==> config.mk <==
export PLATFORM = sky130hd
export DESIGN_NAME = pfar_div
export DESIGN_NICKNAME = d
export VERILOG_FILES = /design/src/rtl/core/pfar_pkg.sv /design/src/rtl/core/pfar_div.sv
export SDC_FILE = /design/constraint.sdc
export NUM_CORES = 2
export LEC_CHECK = 0
export ABC_CLOCK_PERIOD_IN_PS = 6300
export BUFFER_PORTS_ARGS = -buffer_cell sky130_fd_sc_hd__buf_2
export CORE_UTILIZATION = 50
export DETAILED_ROUTE_END_ITERATION = 7
export PLACE_DENSITY_LB_ADDON = 0.25
export SLEW_MARGIN = 20
export SYNTH_ARGS = -nofsm -noshare
export SYNTH_HDL_FRONTEND = slang
export SYNTH_SLANG_ARGS = --single-unit
==> constraint.sdc <==
create_clock -name clk -period 6.3 [get_ports clk]
set_input_delay 0.315 -clock clk [delete_from_list [all_inputs] [get_ports clk]]
set_output_delay 0.315 -clock clk [all_outputs]
set_load 0.1 [all_outputs]
==> src/rtl/core/pfar_pkg.sv <==
// Shared constants, register map and pipeline types for the phase-field residual core.
package pfar_pkg;

    localparam int DATA_W            = 32;
    localparam int DIMENSION_DEF     = 3;
    localparam int FRACTION_BITS_DEF = 24;
    localparam int SQRT_STAGES       = 32;
    localparam int TAIL_STAGES       = 13;
    localparam int CFG_ADDR_W        = 4;

    localparam logic [31:0] EPS_RST = 32'd0;
    localparam logic [30:0] MC_RST  = 31'd16777216;
    localparam logic [30:0] MN_RST  = 31'd16777216;
    localparam logic [30:0] DT_RST  = 31'd1677;

    typedef enum logic [1:0] {
        REG_ANISO = 2'd0,
        REG_CMOB  = 2'd1,
        REG_NMOB  = 2'd2,
        REG_DT    = 2'd3
    } cfg_reg_t;

    typedef struct packed {
        logic [31:0]       c;
        logic [31:0]       n;
        logic [2:0][31:0]  cx;
        logic [2:0][31:0]  g;
    } item_t;

    typedef struct packed {
        logic [31:0]       c;
        logic [31:0]       n;
        logic [2:0][31:0]  cx;
        logic [2:0][31:0]  g;
        logic [31:0]       nrm;
        logic [2:0][31:0]  m;
        logic [2:0][31:0]  m2;
        logic [2:0][31:0]  m3;
        logic [2:0][31:0]  m4;
        logic [2:0][31:0]  dgq;
        logic [33:0]       s4;
        logic [2:0][31:0]  dg;
        logic [31:0]       t;
        logic [2:0][31:0]  md;
        logic [31:0]       gq;
        logic [31:0]       dot;
        logic [31:0]       gamma;
        logic [2:0][31:0]  mdot;
        logic [2:0][31:0]  gg;
        logic [2:0][31:0]  a;
        logic [2:0][31:0]  an1;
        logic [2:0][31:0]  s;
        logic [2:0][31:0]  an;
        logic [2:0][31:0]  r;
        logic [2:0][31:0]  of;
        logic [31:0]       cm1;
        logic [31:0]       cc;
        logic [31:0]       n2;
        logic [31:0]       fac;
        logic [31:0]       fa;
        logic [31:0]       cm;
        logic [31:0]       n3;
        logic [31:0]       fbc;
        logic [31:0]       hn;
        logic [31:0]       fb;
        logic [31:0]       h;
        logic [31:0]       dfc;
        logic [2:0][31:0]  ghn;
        logic [31:0]       omh;
        logic [31:0]       wb;
        logic [31:0]       fbfa;
        logic [2:0][31:0]  ghd;
        logic [31:0]       wa;
        logic [31:0]       t1;
        logic [31:0]       w;
        logic [31:0]       t2;
        logic [2:0][31:0]  cxw;
        logic [31:0]       ov;
        logic [2:0][31:0]  cf;
        logic [2:0][31:0]  cr;
        logic [2:0][31:0]  cfo;
    } tail_t;

endpackage

==> src/rtl/core/pfar_div.sv <==
// Pipelined restoring divider: signed numerator scaled by 2^FRAC_BITS over unsigned norm.
module pfar_div #(
    parameter int FRAC_BITS = pfar_pkg::FRACTION_BITS_DEF
) (
    input  logic        clk,
    input  logic        en,
    input  logic [31:0] num,
    input  logic [31:0] den,
    output logic [31:0] quo
);

    localparam int QW = FRAC_BITS + 1;

    logic [31:0]   rem_reg  [0:FRAC_BITS];
    logic [QW-1:0] q_reg    [0:FRAC_BITS];
    logic [31:0]   den_reg  [0:FRAC_BITS];
    logic          neg_reg  [0:FRAC_BITS];
    logic          zero_reg [0:FRAC_BITS];
    logic [31:0]   quo_reg;

    for (genvar j = 0; j <= FRAC_BITS; j++)
    begin : g_stage
        logic [32:0]   r_in;
        logic [31:0]   d_in;
        logic [QW-1:0] q_in;
        logic          neg_in;
        logic          zero_in;
        logic          ge;
        logic [32:0]   diff;

        if (j == 0)
        begin : g_first
            assign r_in    = {1'b0, num[31] ? (32'd0 - num) : num};
            assign d_in    = den;
            assign q_in    = '0;
            assign neg_in  = num[31];
            assign zero_in = (den == 32'd0);
        end
        else
        begin : g_next
            assign r_in    = {rem_reg[j-1], 1'b0};
            assign d_in    = den_reg[j-1];
            assign q_in    = q_reg[j-1];
            assign neg_in  = neg_reg[j-1];
            assign zero_in = zero_reg[j-1];
        end

        assign ge   = r_in >= {1'b0, d_in};
        assign diff = r_in - {1'b0, d_in};

        always_ff @(posedge clk)
        begin
            if (en)
            begin
                rem_reg[j]  <= ge ? diff[31:0] : r_in[31:0];
                q_reg[j]    <= {q_in[QW-2:0], ge};
                den_reg[j]  <= d_in;
                neg_reg[j]  <= neg_in;
                zero_reg[j] <= zero_in;
            end
        end
    end

    logic [31:0] mag;
    assign mag = {{(32-QW){1'b0}}, q_reg[FRAC_BITS]};

    always_ff @(posedge clk)
    begin
        if (en)
        begin
            if (zero_reg[FRAC_BITS])
            begin
                quo_reg <= '0;
            end
            else
            begin
                quo_reg <= neg_reg[FRAC_BITS] ? (32'd0 - mag) : mag;
            end
        end
    end

    assign quo = quo_reg;

endmodule

# Yosys cells after proc, flatten, opt, wreduce, memory -nomap -nowiden
# Memory sizes are Yosys's and may differ from the RTL's.
# Index checks and enable logic that the tools add are counted.
[word_totals]
register_bits = 26
mem_bits_rw = 2275
inputBits = 66
output_inout_bits = 32
wordCells = 91
memories = 5
[classes]
addsub = 27
n_lt_le_gt_ge = 25
n_mux = 29
bitwise = 1
reduce_logical = 2
[memory_table]
columns = ["memory", "words", "word_bits", "read_ports", "rd_clocked_by_memory_dff", "wr", "line", "rtl"]
rows = [
  ["den_reg", 25, 32, 24, 0, 25, "pfar_div.sv:16", "logic [31:0] den_reg [0:FRAC_BITS];"],
  ["rem_reg", 25, 32, 24, 0, 25, "pfar_div.sv:14", "logic [31:0] rem_reg [0:FRAC_BITS];"],
  ["q_reg", 25, 25, 25, 0, 25, "pfar_div.sv:15", "logic [QW-1:0] q_reg [0:FRAC_BITS];"],
  ["neg_reg", 25, 1, 25, 0, 25, "pfar_div.sv:17", "logic neg_reg [0:FRAC_BITS];"],
  ["zero_reg", 25, 1, 25, 0, 25, "pfar_div.sv:18", "logic zero_reg [0:FRAC_BITS];"],
]
[op_table]
columns = ["cell", "count"]
rows = [
  ["32-bit two-way mux", 26],
  ["32-bit subtractor", 25],
  ["33-bit by 32-bit greater-or-equal comparator with 1-bit output", 24],
  ["32-bit greater-or-equal comparator", 1],
  ["32-bit logical NOT", 1],
  ["1-bit by 32-bit subtractor with 32-bit output (first input constant)", 1],
  ["1-bit by 25-bit subtractor with 26-bit output (first input constant)", 1],
  ["25-bit two-way mux", 1],
  ["1-bit two-way mux", 2],
  ["2-bit OR reduction", 1],
  ["1-bit inverter", 1],
]

# Logic depth before layout (Yosys ltp)
[depth]
word_depth = 4
depth_mapped = 23
depth_no_buf = 21

# Worst setup path after synthesis
# No wires, ideal clock.
[synth_timing]
kind = "input -> register"
startpoint = "in num[3]"
endpoint = "mem rem_reg[0][23], data pin"
setup_ns = 0.269
arrival_time_ns = 4.438
required_ns = 6.031
setup_slack_ns = 1.593
path_stages = 21
n_path_buf = 3
path_cell_list = "or3_1 > nor3_1 > nand3b_1 > or4_1 > or4_1 > nand2b_4 > o21ai_0 > xnor2_1 > ha_1 > clkbuf_1 > a21o_1 > a21oi_1 > nor2b_1 > o21a_1 > o21ai_0 > nand2b_1 > a21oi_1 > o41a_1 > buf_2 > clkbuf_1 > o21ai_0"
[synth_lines]
columns = ["item", "line", "rtl"]
rows = [
  ["from (decl)", "pfar_div.sv:7", "input logic [31:0] num,"],
  ["to (decl)", "pfar_div.sv:14", ""],
]

==> qor.yml <==
slew_violations: 0
hold_class: "input pin to register"
num_rows: 170
firstDrtPassIters: 5
cp_data_required_time_ns: 6.90
reg2reg_depth: 12
rsz0062_at_grt: "no"
drive_above_1_share_pct: 8.33
cp-end-kind: "register"
p_per_area_mw_per_mm2: 518
grt_busiest_layer: "met2"
core_area_mm2: 0.215
endpoint: "rem_reg[0][9]"
fin_nets: 10800
die_h_um: 469
crit_path_start_kind: "input pin"
clkTransAtPathRegs_ns: 0.06
fin_util_pct: 55.9
critPathMaxFanout: 29
use_met1_pct: 30.0
worstSetupStartpoint: "num[3]"
ys_seq_area_share_pct: 53.4
dieArea_mm2: 0.220
finalClockSkew_ns: 0.0324
grt_max_degree: 186
cts_buffer_depth: 3
netlist.area_leader.share_pct: 53.4
r2r_end: "rem_reg[5][45]"
fmax_mhz: 196
gr-usage-met2_pct: 40.2
routabilityCongestion: 0.940
run_status: "finished, final reports clean"
antenna_found_initial: 4
syn_inst: 9674
synth_warnings: 0
ioPinCount: 98
async_reset_ff_share_pct: 0
syn2layout_area_growth_pct: 10.5
vias: 73300
grt_pass1_wl_mm: 399
path_class: "input pin to register"
final-seq-area_mm2: 0.0582
tightest_slew_ns: 1.10
r2r_setup_slack_ns: 1.30
drt-wirelength-per-cell_um: 20.0
met3_usage_pct: 3.02
cts_made_buffers: 206
antenna_left: 0
r2r_start: "rem_reg[5][2]"
finalHoldViolCount: 0
synth_edf_count: 1937
drc: 0
initial_utilization_pct: 50.6
dp_slack_ns: 0.879
finalSetupTns_ns: 0
clock_sinks: 1937
root_buffer: "clkbuf_16"
yosysUniqueCellTypes: 91
setup_violations: 0
cts_tree: "done"
fin_total_pwr_mw: 62.3
drt_first_iter_violations: 5645
cp.arrival_ns: 5.70
nFillCells: 18000
gr-total-overflow: 0
syn-num-nets: 10600
cts-htree-levels: 4
portBuffers: 97
cap_viol_max_count: 0
slew_headroom_pct: 26.3
yosysTopAreaCell: "edfxtp_1"
totalWireLength_mm: 258
synth-seq-cells: 1937
period_needed_ns: 5.10
synthFlopType: "edfxtp_1"
final_common_cell: "edfxtp_1"
syn_area_mm2: 0.109
max-vdd-ir-drop_uv: 271
die_w_um: 469
setup_ws_ns: 1.20
layout.cells.most_common_list: "edfxtp_1, inv_1, ha_1"
synth_area_leaders: "edfxtp_1, ha_1, inv_1"
grt_usage_pct: 23.2
leakagePower_nw: 49.7
avgSynthCellArea_um2: 11.3
period_share_pct: 80.9
grt_pass1_vias: 71300
viasPerCell: 5.69
insertion_delay_ns: 0.87
multi_input_area_mm2: 0.0461
place_hpwl_mm: 197
==> worst max-delay path, stage by stage <==
cell,delay [ns]
dlygate4sd3_1,0.53
buf_2,0.14
or3_1,0.40
nor3_1,0.22
nand3b_1,0.18
or4_1,0.45
or4_1,0.54
nand2b_4,0.22
o31ai_1,0.24
xnor2_1,0.15
ha_1,0.23
a21o_1,0.18
a21o_1,0.17
a21oi_1,0.18
nor2b_1,0.07
o21a_1,0.16
o21ai_0,0.15
nand2b_1,0.07
a21oi_1,0.14
o41a_2,0.37
buf_12,0.23
mux2_2,0.36
==> repair_timing <==
item,in CTS,in global routing
setup buffers,0,0
hold buffers,65,0
hold endpoints to repair,92,0
gates resized for setup,0,0
==> cell usage after synthesis, types with 24 or more instances <==
cell type	n
mux2_2	251
nor2b_1	131
inv_1	1029
xnor2_1	414
o211ai_1	35
fa_1	24
o21ai_0	701
a31oi_1	70
and4_1	24
ha_1	801
a21o_1	427
or3_1	33
a31o_2	24
nor2_1	458
edfxtp_1	1937
nor4_1	37
nand2_1	764
buf_2	31
nand2b_1	120
clkbuf_1	177
a211oi_1	61
and3_1	76
xor2_1	298
a211o_1	29
o31ai_1	62
nor3_1	88
o21a_1	88
o21bai_1	95
nand4_1	112
nand3_1	152
and2_1	43
a21oi_1	714
mux2_4	24
==> how the worst min path moves through the flow <==
stage / cells after the start / start / slack (ns) / to
4_1_cts: 4 / num[1] / 0.07 / rem_reg[0][3]
2_1_floorplan: 0 / neg_reg[0][9] / 0.40 / neg_reg[0][10]
5_1_grt: 4 / num[1] / 0.11 / rem_reg[0][3]
6_report: 4 / num[1] / 0.13 / rem_reg[0][3]
3_5_place_dp: 0 / neg_reg[0][13] / 0.40 / neg_reg[0][14]
3_3_place_gp: 0 / q_reg[0][76] / 0.40 / q_reg[0][102]
==> routing by layer <==
metal | routed length, um | vias to the layer above
met2 | 126000 | 1834
met4 | 8020 | 2
met5 | 13 | -
met1 | 113000 | 35400
li1 | - | 35600
met3 | 11400 | 425
==> cell type report <==
| cell class | count | share of cell area (%) |
|---|---|---|
| Timing Repair Buffer | 222 | 1.43 |
| Inverter | 1030 | 3.21 |
| Clock buffer | 240 | 4.42 |
| Multi-Input combinational cell | 6481 | 38.3 |
| Tap cell | 2838 | 2.95 |
| Antenna cell | 1 | 0.00208 |
| Sequential cell | 1937 | 48.3 |
| Clock inverter | 143 | 1.32 |
==> kinds of logic (layout without fill, tap and decap cells) <==
group	Yosys count	count (layout)	synth area share [%]
multiplexers	296	296	3.12
other	0	1	0
buffers and inverters	1256	1635	4.43
AO/OA/AOI/OAI	2537	2537	14.5
adder cells (fa/ha/maj)	825	825	9.64
flip-flops	1937	1937	53.4
AND/OR/NAND/NOR	2111	2111	9.19
XOR/XNOR	712	712	5.73
==> power breakdown <==
part	internal [mW]	switching [mW]	total, mW
Clock	7.12	5.19	12.3
Combinational	12.3	16.3	28.6
Sequential	19.2	2.22	21.4
Total	38.6	23.7	62.3
==> through the flow <==
stage	std cells	hold WS, ns	area [um^2]
after floorplan	9674	0.400	109000
after global placement	12400	0.400	113000
after detailed placement	12400	0.405	113000
after CTS	12900	0.0708	120000
after global routing	12900	0.111	120000
final	12900	0.131	120000
(Power assumes the default switching activity.)
