## src/rtl/core/pfar_pkg.sv

```systemverilog
// Shared constants, register map and pipeline types for the phase-field residual core.
package pfar_pkg;

    localparam int DATA_W            = 32;
    localparam int DIMENSION_DEF     = 3;
    localparam int FRACTION_BITS_DEF = 24;
    localparam int SQRT_STAGES       = 32;
    localparam int TAIL_STAGES       = 13;
    localparam int CFG_ADDR_W        = 4;

    localparam logic [31:0] EPS_RST = 32'd0;
    localparam logic [30:0] MC_RST  = 31'd16777216;
    localparam logic [30:0] MN_RST  = 31'd16777216;
    localparam logic [30:0] DT_RST  = 31'd1677;

    typedef enum logic [1:0] {
        REG_ANISO = 2'd0,
        REG_CMOB  = 2'd1,
        REG_NMOB  = 2'd2,
        REG_DT    = 2'd3
    } cfg_reg_t;

    typedef struct packed {
        logic [31:0]       c;
        logic [31:0]       n;
        logic [2:0][31:0]  cx;
        logic [2:0][31:0]  g;
    } item_t;

    typedef struct packed {
        logic [31:0]       c;
        logic [31:0]       n;
        logic [2:0][31:0]  cx;
        logic [2:0][31:0]  g;
        logic [31:0]       nrm;
        logic [2:0][31:0]  m;
        logic [2:0][31:0]  m2;
        logic [2:0][31:0]  m3;
        logic [2:0][31:0]  m4;
        logic [2:0][31:0]  dgq;
        logic [33:0]       s4;
        logic [2:0][31:0]  dg;
        logic [31:0]       t;
        logic [2:0][31:0]  md;
        logic [31:0]       gq;
        logic [31:0]       dot;
        logic [31:0]       gamma;
        logic [2:0][31:0]  mdot;
        logic [2:0][31:0]  gg;
        logic [2:0][31:0]  a;
        logic [2:0][31:0]  an1;
        logic [2:0][31:0]  s;
        logic [2:0][31:0]  an;
        logic [2:0][31:0]  r;
        logic [2:0][31:0]  of;
        logic [31:0]       cm1;
        logic [31:0]       cc;
        logic [31:0]       n2;
        logic [31:0]       fac;
        logic [31:0]       fa;
        logic [31:0]       cm;
        logic [31:0]       n3;
        logic [31:0]       fbc;
        logic [31:0]       hn;
        logic [31:0]       fb;
        logic [31:0]       h;
        logic [31:0]       dfc;
        logic [2:0][31:0]  ghn;
        logic [31:0]       omh;
        logic [31:0]       wb;
        logic [31:0]       fbfa;
        logic [2:0][31:0]  ghd;
        logic [31:0]       wa;
        logic [31:0]       t1;
        logic [31:0]       w;
        logic [31:0]       t2;
        logic [2:0][31:0]  cxw;
        logic [31:0]       ov;
        logic [2:0][31:0]  cf;
        logic [2:0][31:0]  cr;
        logic [2:0][31:0]  cfo;
    } tail_t;

endpackage

```

## src/rtl/core/pfar_sqrt.sv

```systemverilog
// Pipelined 64-bit integer square root, one result bit per stage.
module pfar_sqrt (
    input  logic        clk,
    input  logic        en,
    input  logic [63:0] rad,
    output logic [31:0] root
);

    logic [63:0] v_reg [0:pfar_pkg::SQRT_STAGES-1];
    logic [63:0] r_reg [0:pfar_pkg::SQRT_STAGES-1];

    for (genvar k = 0; k < pfar_pkg::SQRT_STAGES; k++)
    begin : g_stage
        localparam logic [63:0] BIT = 64'd1 << (62 - 2 * k);
        logic [63:0] v_in;
        logic [63:0] r_in;
        logic [64:0] sum;
        logic        ge;

        if (k == 0)
        begin : g_first
            assign v_in = rad;
            assign r_in = '0;
        end
        else
        begin : g_next
            assign v_in = v_reg[k-1];
            assign r_in = r_reg[k-1];
        end

        assign sum = {1'b0, r_in} + {1'b0, BIT};
        assign ge  = {1'b0, v_in} >= sum;

        always_ff @(posedge clk)
        begin
            if (en)
            begin
                v_reg[k] <= ge ? (v_in - sum[63:0]) : v_in;
                r_reg[k] <= ge ? ((r_in >> 1) + BIT) : (r_in >> 1);
            end
        end
    end

    assign root = r_reg[pfar_pkg::SQRT_STAGES-1][31:0];

endmodule

```

## config.mk

```make
export PLATFORM = sky130hd
export DESIGN_NAME = pfar_sqrt
export DESIGN_NICKNAME = d
export VERILOG_FILES = /design/src/rtl/core/pfar_pkg.sv /design/src/rtl/core/pfar_sqrt.sv
export SDC_FILE = /design/constraint.sdc
export NUM_CORES = 2
export LEC_CHECK = 0
export BUFFER_PORTS_ARGS = -buffer_cell sky130_fd_sc_hd__buf_2
export CORE_ASPECT_RATIO = 1.75
export CORE_MARGIN = 8
export CORE_UTILIZATION = 45
export CTS_CLUSTER_SIZE = 24
export DETAILED_ROUTE_END_ITERATION = 16
export SYNTH_ARGS = -nofsm -noshare
export SYNTH_HDL_FRONTEND = slang
export SYNTH_SLANG_ARGS = --single-unit
```

## constraint.sdc

```tcl
create_clock -name clk -period 3.6 [get_ports clk]
set_input_delay 0.36 -clock clk [delete_from_list [all_inputs] [get_ports clk]]
set_output_delay 0.36 -clock clk [all_outputs]
set_load 0.02 [all_outputs]
```

* Word level (Yosys, flattened, before mapping)
Memory sizes are Yosys's and may differ from the RTL's.
Index checks and enable logic that the tools add are counted.
** Word-level totals
- Memories :: 2
- Register bits :: 0
- Output and inout bits :: 32
- Latch bits :: 0
- Memory bits (writable) :: 4096
- Input port bits :: 66
- Memory bits (read-only) :: 0
- Word-level logic and storage cells :: 194
** Operators by class
- Div/mod/pow operators :: 0
- Multiplexer cells :: 66
- Equal/unequal tests :: 0
- Bitwise gates (word level) :: 0
- Add/sub/neg operators :: 94
- Order comparisons :: 32
- $mul :: 0
- Reductions and logical operators :: 0
- Shift-type cells :: 0
** Memories
- r_reg :: depth 32, width 64, read ports 32, clocked after memory_dff 0, wr ports 32, RTL line pfar_sqrt.sv:10 : logic [63:0] r_reg [0:pfar_pkg::SQRT_STAGES-1];
- v_reg :: depth 32, width 64, read ports 31, clocked after memory_dff 0, wr ports 32, RTL line pfar_sqrt.sv:9 : logic [63:0] v_reg [0:pfar_pkg::SQRT_STAGES-1];
** Operators with widths (number)
- 64-bit 2-to-1 mux :: 63
- 64-bit by 65-bit >= comparator with 1-bit output :: 31
- 64-bit subtractor :: 31
- 64-bit by 1-bit adder with 65-bit output, second input constant :: 1
- 64-bit by 11-bit adder with 65-bit output, second input constant :: 1
- 64-bit by 13-bit adder with 65-bit output, second input constant :: 1
- 64-bit by 15-bit adder with 65-bit output, second input constant :: 1
- 64-bit by 17-bit adder with 65-bit output, second input constant :: 1
- 64-bit by 19-bit adder with 65-bit output, second input constant :: 1
- 64-bit by 21-bit adder with 65-bit output, second input constant :: 1
- 64-bit by 23-bit adder with 65-bit output, second input constant :: 1
- 64-bit by 25-bit adder with 65-bit output, second input constant :: 1
- 64-bit by 27-bit adder with 65-bit output, second input constant :: 1
- 64-bit by 29-bit adder with 65-bit output, second input constant :: 1
- 64-bit by 3-bit adder with 65-bit output, second input constant :: 1
- 64-bit by 31-bit adder with 65-bit output, second input constant :: 1
- 64-bit by 33-bit adder with 65-bit output, second input constant :: 1
- 64-bit by 35-bit adder with 65-bit output, second input constant :: 1
- 64-bit by 37-bit adder with 65-bit output, second input constant :: 1
- 64-bit by 39-bit adder with 65-bit output, second input constant :: 1
- 64-bit by 41-bit adder with 65-bit output, second input constant :: 1
- 64-bit by 43-bit adder with 65-bit output, second input constant :: 1
- 64-bit by 45-bit adder with 65-bit output, second input constant :: 1
- 64-bit by 47-bit adder with 65-bit output, second input constant :: 1
- other kinds (45) :: 46

* Depth between registers and ports, before layout
An unclocked memory read counts as a cell.
- Word-level depth :: 4
- Mapped depth :: 14
- Depth with buffers taken out :: 12

* Worst setup path after synthesis
Ideal clock, no wire load.
- Kind :: reg2reg
- From :: mem v_reg[20][29]
- To :: mem v_reg[21][63] (data pin)
- Buffers on the path :: 2
- Cell stages (with the launch flop) :: 13
- Data required time :: 3.342 ns
- Path slack :: 0.014 ns
- Data arrival time :: 3.328 ns
- Library setup time :: 0.258 ns
- Period minus slack after synthesis :: 3.586 ns
- Cells stage by stage :: edfxtp_1 -> ha_1 -> clkbuf_1 -> nand2_1 -> or4_1 -> a21o_1 -> o211ai_1 -> nand3_1 -> o311a_1 -> clkbuf_1 -> a311oi_1 -> nand4_1 -> xnor2_1
** RTL lines (RTL line)
- start, declared :: pfar_sqrt.sv:9

==> flow_metrics.py <==
metrics = {
    "run_status": {
        "run_status": "complete, but fails checks",
        "failed_checks": "setup timing",
    },
    "yosys": {
        "synth-edff-count": 2512,
        "netlist_top_cells_area": "sky130_fd_sc_hd__edfxtp_1 (62%), sky130_fd_sc_hd__ha_1 (5.8%), sky130_fd_sc_hd__xnor2_1 (3.4%)",
        "synth_sequential_area_ratio_pct": 62.2,
        "netlist_instances": 9683,
        "ys_seq_elements": 2512,
        "synth_top_cell_by_area": "sky130_fd_sc_hd__edfxtp_1",
        "count_of_distinct_cell_types_in_the_synthesized_netlist": 91,
        "synth_ff_type": "sky130_fd_sc_hd__edfxtp_1",
        "yosysTopAreaCellShare_pct": 62.2,
        "synth_async_sr_flop_share_pct": 0,
        "synth.cell_area_um2": 121000,
        "avgSynthCellArea_um2": 12.5,
        "synthesis.yosys.warnings": 0,
        "mappedNetlistNets": 10300,
    },
    "routing": {
        "met3RoutedLength_um": 14200,
        "met2_routed_wl_um": 236000,
        "drt-initial-drc-count": 5112,
        "detailedRoute.firstPassIterationCount": 6,
        "detail_route.drc_violations": 0,
        "drt-total-wl_um": 407000,
        "post_route_met1_wirelength_um": 94800,
        "drtAntennaViolNets": 0,
        "wirelength_per_cell_um": 27.2,
        "vias": 85000,
        "post_drt_via_cell_ratio": 5.69,
        "top_signal_layer_used": "met5",
    },
    "layout": {
        "layout-drive-gt1-share_pct": 20.7,
        "design.final.nets": 11800,
        "n_fill_cell": 22100,
        "relative_area_change_from_synthesis_to_final_layout_pct": 22.2,
        "largest_register_ff_count": 1984,
    },
    "timing": {
        "hold_viol": 0,
        "finalSetupViolCount": 23,
        "fmax_mhz": 270,
        "post-route-period-util_pct": 103,
        "slew_headroom_pct": 9.35,
        "pin_slew_with_the_least_headroom_to_its_limit_ns": 1.35,
        "finalMaxSlewViolations": 0,
        "final.setup.worst_slack_ns": -0.103,
        "grt_setup_unrepaired": "true",
        "final.min_clock_period_ns": 3.70,
        "totalNegativeSetupSlack_ns": -1.06,
        "setup_skew_after_layout_ns": 0.0672,
    },
    "clock_network": {
        "ctsLongestPathBuffers": 4,
        "worst_skew_pair.late_latency_ns": 0.94,
        "tritoncts": "yes",
        "clock-sinks": 2512,
        "worst_setup_hold_path_clk_slew_ns": 0.07,
        "clock_buffers_created_by_tritoncts": 235,
        "root_buffer": "sky130_fd_sc_hd__clkbuf_16",
        "ctsHtreeMaxLevel": 4,
    },
    "setup_path": {
        "worst_path_dominant_cell_family": "simple AND/OR/NAND/NOR gates",
        "worstPathMaxFanout": 7,
        "timing.critical_path.from_type": "flip-flop",
        "cp.required_ns": 4.22,
        "worst_path_largest_cell_delay_ns": 0.56,
        "critical_path_buf_inv_count": 3,
        "setup.worst_path.end_class": "flip-flop",
        "worst-endpoint-arrival_ns": 4.33,
        "crit_path_top_delay_cell": "sky130_fd_sc_hd__or4_4",
        "crit_type": "flip-flop to flip-flop",
        "crit_path_cell_trace": "inv_2 > ha_4 > a21o_4 > or3_4 > o211ai_1 > buf_4 > o21ai_4 > a31oi_1 > buf_4 > o211ai_1 > or4_4 > nor4_4 > xor2_1",
    },
    "global_routing": {
        "first_pass_grt_wire_length_um": 576000,
        "overflow": 0,
        "grt_pass1_vias": 90600,
        "grt_usage_pct": 27.5,
        "antenna_violations_before_repair": 15,
        "maximum_number_of_pins_on_one_net_before_global_route_repair": 171,
    },
    "worst_hold_path": {
        "worstHoldPathType": "primary input to flip-flop",
    },
    "floorplanning": {
        "rows": 252,
        "io_pins": 98,
        "initial_core_util_pct": 45.1,
        "die_w_um": 408,
        "die-height_um": 703,
        "coreArea_um2": 269000,
        "die_outline_area_um2": 287000,
    },
    "run": {
        "timing.max_cap.violations": 0,
    },
    "placement": {
        "io_buffers": 97,
        "place.gp.congestion": 1.05,
        "dpl.hpwl_um": 317000,
        "dpl_worst_slack_ns": -0.674,
    },
    "pwr": {
        "power_density_over_the_cells_nw_per_um2": 617,
        "leakagePower_nw": 56.8,
        "power.ir.vdd_worst_v": 0.000661,
        "totalPowerFinal_mw": 91.3,
    },
}
-- worst register-to-register path, stage by stage, from the launching register on --
cell                       delay, ns
sky130_fd_sc_hd__edfxtp_1       0.40
sky130_fd_sc_hd__inv_2          0.09
sky130_fd_sc_hd__ha_4           0.21
sky130_fd_sc_hd__a21o_4         0.22
sky130_fd_sc_hd__or3_4          0.33
sky130_fd_sc_hd__o211ai_1       0.45
sky130_fd_sc_hd__buf_4          0.23
sky130_fd_sc_hd__o21ai_4        0.06
sky130_fd_sc_hd__a31oi_1        0.15
sky130_fd_sc_hd__buf_4          0.19
sky130_fd_sc_hd__o211ai_1       0.12
sky130_fd_sc_hd__or4_4          0.56
sky130_fd_sc_hd__nor4_4         0.33
sky130_fd_sc_hd__xor2_1         0.10
-- synth_stat cells (15+ instances only) --
| cell type | n |
|---|---|
| sky130_fd_sc_hd__edfxtp_1 | 2512 |
| sky130_fd_sc_hd__a2111oi_0 | 18 |
| sky130_fd_sc_hd__nor3_1 | 263 |
| sky130_fd_sc_hd__a21oi_1 | 602 |
| sky130_fd_sc_hd__nor3b_1 | 16 |
| sky130_fd_sc_hd__a211oi_1 | 57 |
| sky130_fd_sc_hd__xor2_1 | 388 |
| sky130_fd_sc_hd__a21o_1 | 234 |
| sky130_fd_sc_hd__and2_1 | 37 |
| sky130_fd_sc_hd__or3_1 | 117 |
| sky130_fd_sc_hd__xnor2_1 | 469 |
| sky130_fd_sc_hd__nand4_1 | 156 |
| sky130_fd_sc_hd__nor4b_1 | 59 |
| sky130_fd_sc_hd__o2111ai_1 | 17 |
| sky130_fd_sc_hd__clkbuf_1 | 168 |
| sky130_fd_sc_hd__o31a_1 | 15 |
| sky130_fd_sc_hd__o21ai_0 | 424 |
| sky130_fd_sc_hd__nand3_1 | 162 |
| sky130_fd_sc_hd__nand2_1 | 605 |
| sky130_fd_sc_hd__inv_1 | 704 |
| sky130_fd_sc_hd__o21bai_1 | 63 |
| sky130_fd_sc_hd__o211ai_1 | 49 |
| sky130_fd_sc_hd__ha_1 | 558 |
| sky130_fd_sc_hd__nor4_1 | 357 |
| sky130_fd_sc_hd__a21boi_0 | 31 |
| sky130_fd_sc_hd__a31o_2 | 17 |
| sky130_fd_sc_hd__or4_1 | 76 |
| sky130_fd_sc_hd__o31ai_1 | 43 |
| sky130_fd_sc_hd__a211o_1 | 17 |
| sky130_fd_sc_hd__nor2_1 | 635 |
| sky130_fd_sc_hd__mux2_2 | 93 |
| sky130_fd_sc_hd__a31oi_1 | 59 |
| sky130_fd_sc_hd__or2_2 | 38 |
| sky130_fd_sc_hd__o21a_1 | 108 |
| sky130_fd_sc_hd__nand2b_1 | 107 |
| sky130_fd_sc_hd__nor2b_1 | 69 |
| sky130_fd_sc_hd__nand3b_1 | 29 |
| sky130_fd_sc_hd__and4_1 | 16 |
| sky130_fd_sc_hd__nand4b_1 | 25 |
| sky130_fd_sc_hd__and3_1 | 53 |
-- path summary, 6_finish.rpt --
| kind | from | to | slack, ns | depth (start not counted) |
|---|---|---|---|---|
| max | r_reg[10][87]$_DFFE_PP_ | v_reg[22][58]$_DFFE_PP_ | -0.10 | 13 |
| min | rad[13] | v_reg[0][13]$_DFFE_PP_ | 0.15 | 2 |
| max reg2reg | r_reg[10][87]$_DFFE_PP_ | v_reg[22][58]$_DFFE_PP_ | -0.10 | 13 |
| min reg2reg | v_reg[19][5]$_DFFE_PP_ | v_reg[20][5]$_DFFE_PP_ | 0.42 | 0 |
-- layout make-up --
cell class	instances	area (um^2)	area share [%]
flip-flops and latches	2512	75400	50.9
multi-input cells	6268	45700	30.8
repair buffers	1472	12200	8.22
clock buffers	263	6010	4.06
well taps	3556	4450	3.00
inverters	706	2650	1.79
clock inverters	164	1690	1.14
diodes	8	20.0	0.0135
-- per-layer routing --
| metal | track usage, % | up-vias |
|---|---|---|
| met2 | 57.5 | 2486 |
| met3 | 4.19 | 1655 |
| li1 | - | 39400 |
| met5 | 0 | - |
| met4 | 32.4 | 10 |
| met1 | 17.0 | 41500 |
-- power by group --
part,switching [mW],total [mW],internal [mW]
Clock,11.3,25.3,14.0
Combinational,14.7,25.8,11.1
Sequential,3.16,40.3,37.1
-- what timing repair did --
action | in CTS | in global routing
gates resized for setup | 346 | 303
hold endpoints to repair | 80 | 0
hold buffers | 66 | 0
setup buffers | 57 | 75
cloned | 11 | 3
pin swaps | 98 | 134
setup endpoints to repair | 473 | 463
-- stage by stage --
| stage | util, % | hold WS (ns) | instance area [um^2] | cells |
|---|---|---|---|---|
| 2_1_floorplan | - | 0.417 | 121000 | 9683 |
| 3_3_place_gp | 50.3 | 0.427 | 135000 | 14300 |
| 3_5_place_dp | 50.3 | 0.426 | 135000 | 14300 |
| 4_1_cts | 54.4 | 0.0522 | 146000 | 14900 |
| 5_1_grt | 55.1 | 0.120 | 148000 | 14900 |
| 6_report | 55.1 | 0.150 | 148000 | 14900 |
-- cells in the final DEF, fill, tap and decap left out, types with 66 or more instances in the layout --
| cell | netlist | routed |
|---|---|---|
| sky130_fd_sc_hd__nor2b_1 | 69 | 67 |
| sky130_fd_sc_hd__ha_1 | 558 | 504 |
| sky130_fd_sc_hd__buf_12 | 0 | 66 |
| sky130_fd_sc_hd__nand2_1 | 605 | 590 |
| sky130_fd_sc_hd__xor2_1 | 388 | 384 |
| sky130_fd_sc_hd__o21a_1 | 108 | 106 |
| sky130_fd_sc_hd__nor4_1 | 357 | 300 |
| sky130_fd_sc_hd__buf_4 | 1 | 1193 |
| sky130_fd_sc_hd__mux2_2 | 93 | 90 |
| sky130_fd_sc_hd__dlygate4sd3_1 | 0 | 66 |
| sky130_fd_sc_hd__a21o_1 | 234 | 228 |
| sky130_fd_sc_hd__edfxtp_1 | 2512 | 2512 |
| sky130_fd_sc_hd__nor2_1 | 635 | 607 |
| sky130_fd_sc_hd__o21ai_0 | 424 | 386 |
| sky130_fd_sc_hd__nand2b_1 | 107 | 104 |
| sky130_fd_sc_hd__xnor2_1 | 469 | 453 |
| sky130_fd_sc_hd__nand3_1 | 162 | 149 |
| sky130_fd_sc_hd__clkbuf_16 | 0 | 238 |
| sky130_fd_sc_hd__nor3_1 | 263 | 233 |
| sky130_fd_sc_hd__a21oi_1 | 602 | 570 |
| sky130_fd_sc_hd__nand4_1 | 156 | 156 |
| sky130_fd_sc_hd__or3_1 | 117 | 103 |
| sky130_fd_sc_hd__buf_2 | 13 | 96 |
| sky130_fd_sc_hd__inv_1 | 704 | 695 |
-- cells by family (layout without fill, tap and decap cells) --
| kind of cell | after synthesis | after routing | synth area share (%) |
|---|---|---|---|
| adders and majority gates | 558 | 558 | 5.76 |
| and+or+nand+nor | 2868 | 2869 | 12.3 |
| xor gates and xnor gates | 857 | 857 | 6.19 |
| DFF | 2512 | 2512 | 62.2 |
| AOI/OAI and AO/OA | 1879 | 1879 | 9.71 |
| buffers and inverters | 904 | 2605 | 2.83 |
| muxes | 105 | 105 | 0.963 |
| other | 0 | 8 | 0 |
(Power assumes the default switching activity.)
